### src/mdb_pkg.sv
`timescale 1ns / 1ps
package mdb_pkg;

   localparam int FIELD_W    = 4;
   localparam int ORDER_W    = 8;
   localparam int TRIED_W    = 3;
   localparam int SZ_W       = 8;
   localparam int CFG_W      = 5;
   localparam int CSR_IDX_W  = 1;
   localparam int REQ_DATA_W = 8;
   localparam int RSP_DATA_W = 24;

   localparam logic [CFG_W-1:0]     SIZE_RESET = 5'd10;
   localparam logic [CSR_IDX_W-1:0] CSR_ROWS   = 1'b0;
   localparam logic [CSR_IDX_W-1:0] CSR_COLS   = 1'b1;
   localparam logic [TRIED_W-1:0]   TRIED_ALL  = 3'd4;

   typedef enum logic [1:0] {
      DIR_UP    = 2'd0,
      DIR_RIGHT = 2'd1,
      DIR_DOWN  = 2'd2,
      DIR_LEFT  = 2'd3
   } dir_type;

   typedef struct packed {
      logic clr_step;
      logic accept;
      logic try_step;
      logic pop;
      logic load_top;
      logic emit_pass;
      logic emit_done;
   } cmd_type;

   typedef struct packed {
      logic clear_last;
      logic depth_zero;
      logic depth_one;
      logic top_exhausted;
      logic try_ok;
      logic nbr_visited;
      logic out_free;
   } stat_type;

endpackage

### src/mdb_ctrl.sv
`timescale 1ns / 1ps
module mdb_ctrl (
   input  logic              clock,
   input  logic              reset,
   input  logic              req_tvalid,
   output logic              req_tready,
   input  mdb_pkg::stat_type stat,
   output mdb_pkg::cmd_type  cmd
);
   import mdb_pkg::*;

   typedef enum logic [2:0] {
      ST_CLEAR,
      ST_IDLE,
      ST_TRY,
      ST_LOAD,
      ST_CHECK
   } state_type;

   state_type state_ff, state_in;
   logic      ready_ff;

   always_comb begin
      state_in = state_ff;
      cmd      = '0;
      case (state_ff)
         ST_CLEAR: begin
            cmd.clr_step = 1'b1;
            if (stat.clear_last) begin
               state_in = ST_IDLE;
            end
         end
         ST_IDLE: begin
            if (req_tvalid && ready_ff) begin
               cmd.accept = 1'b1;
               state_in   = ST_TRY;
            end
         end
         ST_TRY: begin
            if (stat.depth_zero) begin
               if (stat.out_free) begin
                  cmd.emit_done = 1'b1;
                  state_in      = ST_CLEAR;
               end
            end else if (stat.top_exhausted) begin
               cmd.pop  = 1'b1;
               state_in = stat.depth_one ? ST_TRY : ST_LOAD;
            end else begin
               cmd.try_step = 1'b1;
               if (stat.try_ok) begin
                  state_in = ST_CHECK;
               end
            end
         end
         ST_LOAD: begin
            cmd.load_top = 1'b1;
            state_in     = ST_TRY;
         end
         ST_CHECK: begin
            if (stat.nbr_visited) begin
               state_in = ST_TRY;
            end else if (stat.out_free) begin
               cmd.emit_pass = 1'b1;
               state_in      = ST_IDLE;
            end
         end
         default: begin
            state_in = ST_CLEAR;
         end
      endcase
   end

   always_ff @(posedge clock) begin
      if (reset) begin
         state_ff <= ST_CLEAR;
         ready_ff <= 1'b0;
      end else begin
         state_ff <= state_in;
         ready_ff <= (state_in == ST_IDLE);
      end
   end

   assign req_tready = ready_ff;

endmodule

### config.mk
export PLATFORM = sky130hd
export DESIGN_NAME = mdb_ctrl
export DESIGN_NICKNAME = d
export VERILOG_FILES = /design/src/mdb_pkg.sv /design/src/mdb_ctrl.sv
export SDC_FILE = /design/constraint.sdc
export NUM_CORES = 1
export LEC_CHECK = 0
export BUFFER_PORTS_ARGS = -buffer_cell sky130_fd_sc_hd__clkbuf_2
export CAP_MARGIN = 10
export CORE_AREA = 5 5 42 44
export CTS_CLUSTER_SIZE = 40
export DETAILED_ROUTE_END_ITERATION = 8
export DIE_AREA = 0 0 47 49
export HOLD_SLACK_MARGIN = 0.08
export PLACE_DENSITY = 0.57
export SETUP_SLACK_MARGIN = 0.15
export SYNTH_ARGS = -nofsm -noshare
export SYNTH_HDL_FRONTEND = slang
export SYNTH_SLANG_ARGS = --single-unit
### constraint.sdc
create_clock -name clock -period 1.75 [get_ports clock]
set_input_delay 0.2625 -clock clock [delete_from_list [all_inputs] [get_ports clock]]
set_output_delay 0.2625 -clock clock [all_outputs]
set_load 0.01 [all_outputs]
==> results by group <==
GRT
  – First-pass GRT wire length: 1260 µm
  – Pin count of the biggest net entering global routing: 12
  – Vias in the first global route: between 200 and 300
  – Grt ovf: 0
  – Global-route usage over all layers: under 10%
  – Initial antenna violation count: 0

Logic synthesis
  – Syn Nets: 47
  – Top_reg_cell synth: dfxtp_1
  – Library cells used by synthesis: 25
  – #FFs+latches synth: 4
  – Asr flop ratio synth: 0%
  – Yosys warnings: 0
  – Synthesized area: 318 µm²
  – Seq/Total Area, Yosys: 25.2%
  – Count of flip-flops with a built-in enable after synthesis: 0
  – Syn avg cell area: around 8.6 µm²
  – Cells after synthesis: 37

Worst setup path
  – Peak per-stage delay on the critical path: 0.42 ns
  – Worst path required time: ~1.5 ns
  – CP arrival: 1.29 ns
  – CP top delay family: simple AND/OR/NAND/NOR gates
  – Worst setup SP type: flip-flop
  – Critical path class: flip-flop to primary output
  – Worst Path Buf+Inv: 1
  – CP max FO: 3
  – CP max-delay cell: or3b_4
  – Critical Path, Cell by Cell: or3b_4 -> nor3b_4 -> buf_2
  – Worst Setup End Kind: primary output

Timing
  – PnR worst setup slack: roughly 0.19 ns
  – Fmax: about 0.64 GHz
  – Pins Over Slew Limit: 0
  – RSZ-0062 raised after global routing: true
  – Minimum clock period: 1.56 ns
  – TNS Setup: 0 ns
  – Slew of the pin with the lowest slew margin: 0.259 ns
  – Setup Viol. Count Final: 0
  – Final worst path period share: 88.9%
  – Fin. Hold Viols: 0
  – Setup Skew: approximately 0.0019 ns
  – Relative slew slack: 82.7%

Route
  – DR WL/cell: 10.7 µm
  – Met3 WL: 61 µm
  – Met1 wire length: between 300 and 400 µm
  – Total routed wirelength: 795 µm
  – Via count: around 340
  – Antenna-violating nets left: 0
  – # DRC: 0
  – Iter 0 DRT Violations: 3
  – Detail-routed via count per cell: approximately 4.6
  – DR top layer: met3
  – Wire length on met2: 393 µm
  – First-pass iteration count of the detailed router: 4

Power and ir drop
  – Combinational Power Share: a little under a quarter
  – P_int: 207 µW
  – Switching Fraction: 26.4%
  – VDD IR-drop max: 0.312 mV
  – Pwr dens: 615 mW/mm²
  – Clock Power Share: 41.1%
  – Static Leak: 0.216 nW
  – Psw: 74.2 µW
  – Seq pwr share: about 36%

Placed design
  – HPWL Detailed: 660 µm
  – Worst slack, placed: 0.145 ns
  – PortBufs: 17
  – GPL Wtd Cong: 0.699

Layout
  – Antenna diode count: 0
  – FILL cells: 162
  – Share of cells above drive strength 1: around 53%
  – Nets@finish: 70
  – Area grow syn2layout: 43.7%

Floorplan
  – Site row count: 14
  – I/O pin count: 18
  – Initial Utilization: 22.7%
  – Die X: 47 µm
  – Die area: approximately 0.0023 mm²
  – Core area: 0.00140 mm²
  – Die height: 49 µm

Clock tree
  – Clock buffer depth: 2
  – Hold buffer count at cts: 0
  – Worst-path clk slew: ~0.04 ns
  – Htree depth: 1
  – CTS tree: built
  – Clock sinks: 4
  – TritonCTS buffer count: 3
  – CTS root buffer: clkbuf_4
  – Clk_lat worst skew: 0.23 ns

Status
  – Status: finished, final reports clean

Job
  – Max Cap Violations: 0

Hold path
  – Worst Hold Class: input port to flip-flop
==> cell families (layout without fill, tap and decap cells) <==
kind of cell / count (synthesis) / after routing / synth area share (%)
AO/OA/AOI/OAI: 8 / 8 / 19.3
buffers and inverters: 4 / 25 / 7.48
flip-flops: 4 / 4 / 25.2
AND/OR/NAND/NOR: 21 / 21 / 48.0
==> cells in the final DEF (no fill, tap or decap), types with 2 or more instances in the layout <==
cell / instances
clkbuf_4: 3
a21oi_1: 3
nor2_1: 3
dfxtp_1: 3
nand2_1: 2
buf_4: 4
nor3_1: 4
clkbuf_2: 16
nor2b_1: 2
==> sequential cells by signal (all words and copies together) (netlist names) <==
signal,flops
req_tready,1
state_ff,3
==> synthesized netlist by cell type, types with 2 or more instances <==
cell     n  area (µm²)
a21oi_1  3        15.0
nor3_1   4        20.0
nand2_1  2        7.51
nor2b_1  2        12.5
dfxtp_1  4        80.1
nor2_1   3        11.3
==> path summary, 6_finish.rpt <==
check | startpoint | to | slack [ns] | cells past startpoint
hold reg to reg | state_ff[0]$_SDFF_PP0_ | state_ff[2]$_SDFF_PP0_ | 0.71 | 3
hold / removal | reset | state_ff[1]$_SDFF_PP0_ | 0.37 | 3
setup reg to reg | state_ff[0]$_SDFF_PP0_ | req_tready$_SDFF_PP0_ | 0.28 | 5
setup / recovery | state_ff[0]$_SDFF_PP0_ | cmd[3] | 0.19 | 3
==> routing by layer <==
| layer | track usage, % | up-vias |
|---|---|---|
| met2 | 11.3 | 10 |
| met4 | 4.15 | 0 |
| met3 | 3.32 | 0 |
| met5 | 0 | - |
| li1 | - | 179 |
| met1 | 9.01 | 149 |
==> cell type report <==
type	instances	area (µm²)	area share (%)
multi-input combinational	29	214	46.8
timing repair buffer	21	115	25.2
sequential	4	81.3	17.8
clock buffer	3	22.5	4.93
tap	16	20.0	4.38
inverter	1	3.75	0.822
==> worst register-to-register path: cells and delay by family, from the launching register on <==
kind,cells,cell delay (ns)
buffers and inverters,1,0.13
DFF,1,0.30
AOI/OAI and AO/OA,2,0.33
and+or+nand+nor,2,0.61
==> power by group through the flow <==
| stage | sequential [mW] | combinational [mW] | clock [mW] |
|---|---|---|---|
| after global placement | 0.102 | 0.0638 | 0 |
| after detailed placement | 0.103 | 0.0642 | 0 |
| after floorplan | 0.103 | 0.0387 | 0 |
| after global routing | 0.101 | 0.0714 | 0.129 |
| final | 0.101 | 0.0640 | 0.115 |
| after CTS | 0.101 | 0.0647 | 0.120 |
==> metrics by stage <==
| step | cell area, µm² | utilization [%] | total power [mW] | hold slack (ns) | std cells |
|---|---|---|---|---|---|
| final | 457 | 32.6 | 0.281 | 0.372 | 74 |
| after global routing | 457 | 32.6 | 0.302 | 0.415 | 74 |
| after CTS | 455 | 32.5 | 0.286 | 0.382 | 74 |
| after detailed placement | 425 | 30.4 | 0.167 | 0.633 | 70 |
| after global placement | 425 | 30.4 | 0.166 | 0.627 | 70 |
| after floorplan | 318 | - | 0.142 | 0.512 | 37 |
==> repair_timing <==
| action | CTS | global route |
|---|---|---|
| setup endpoints to repair | 1 | 2 |
| gates resized for setup | 0 | 2 |
| gates cloned | 0 | 0 |
| buffers inserted | 1 | 0 |
| pin swaps | 1 | 3 |
Note: power is estimated with default switching activity, not from simulation.
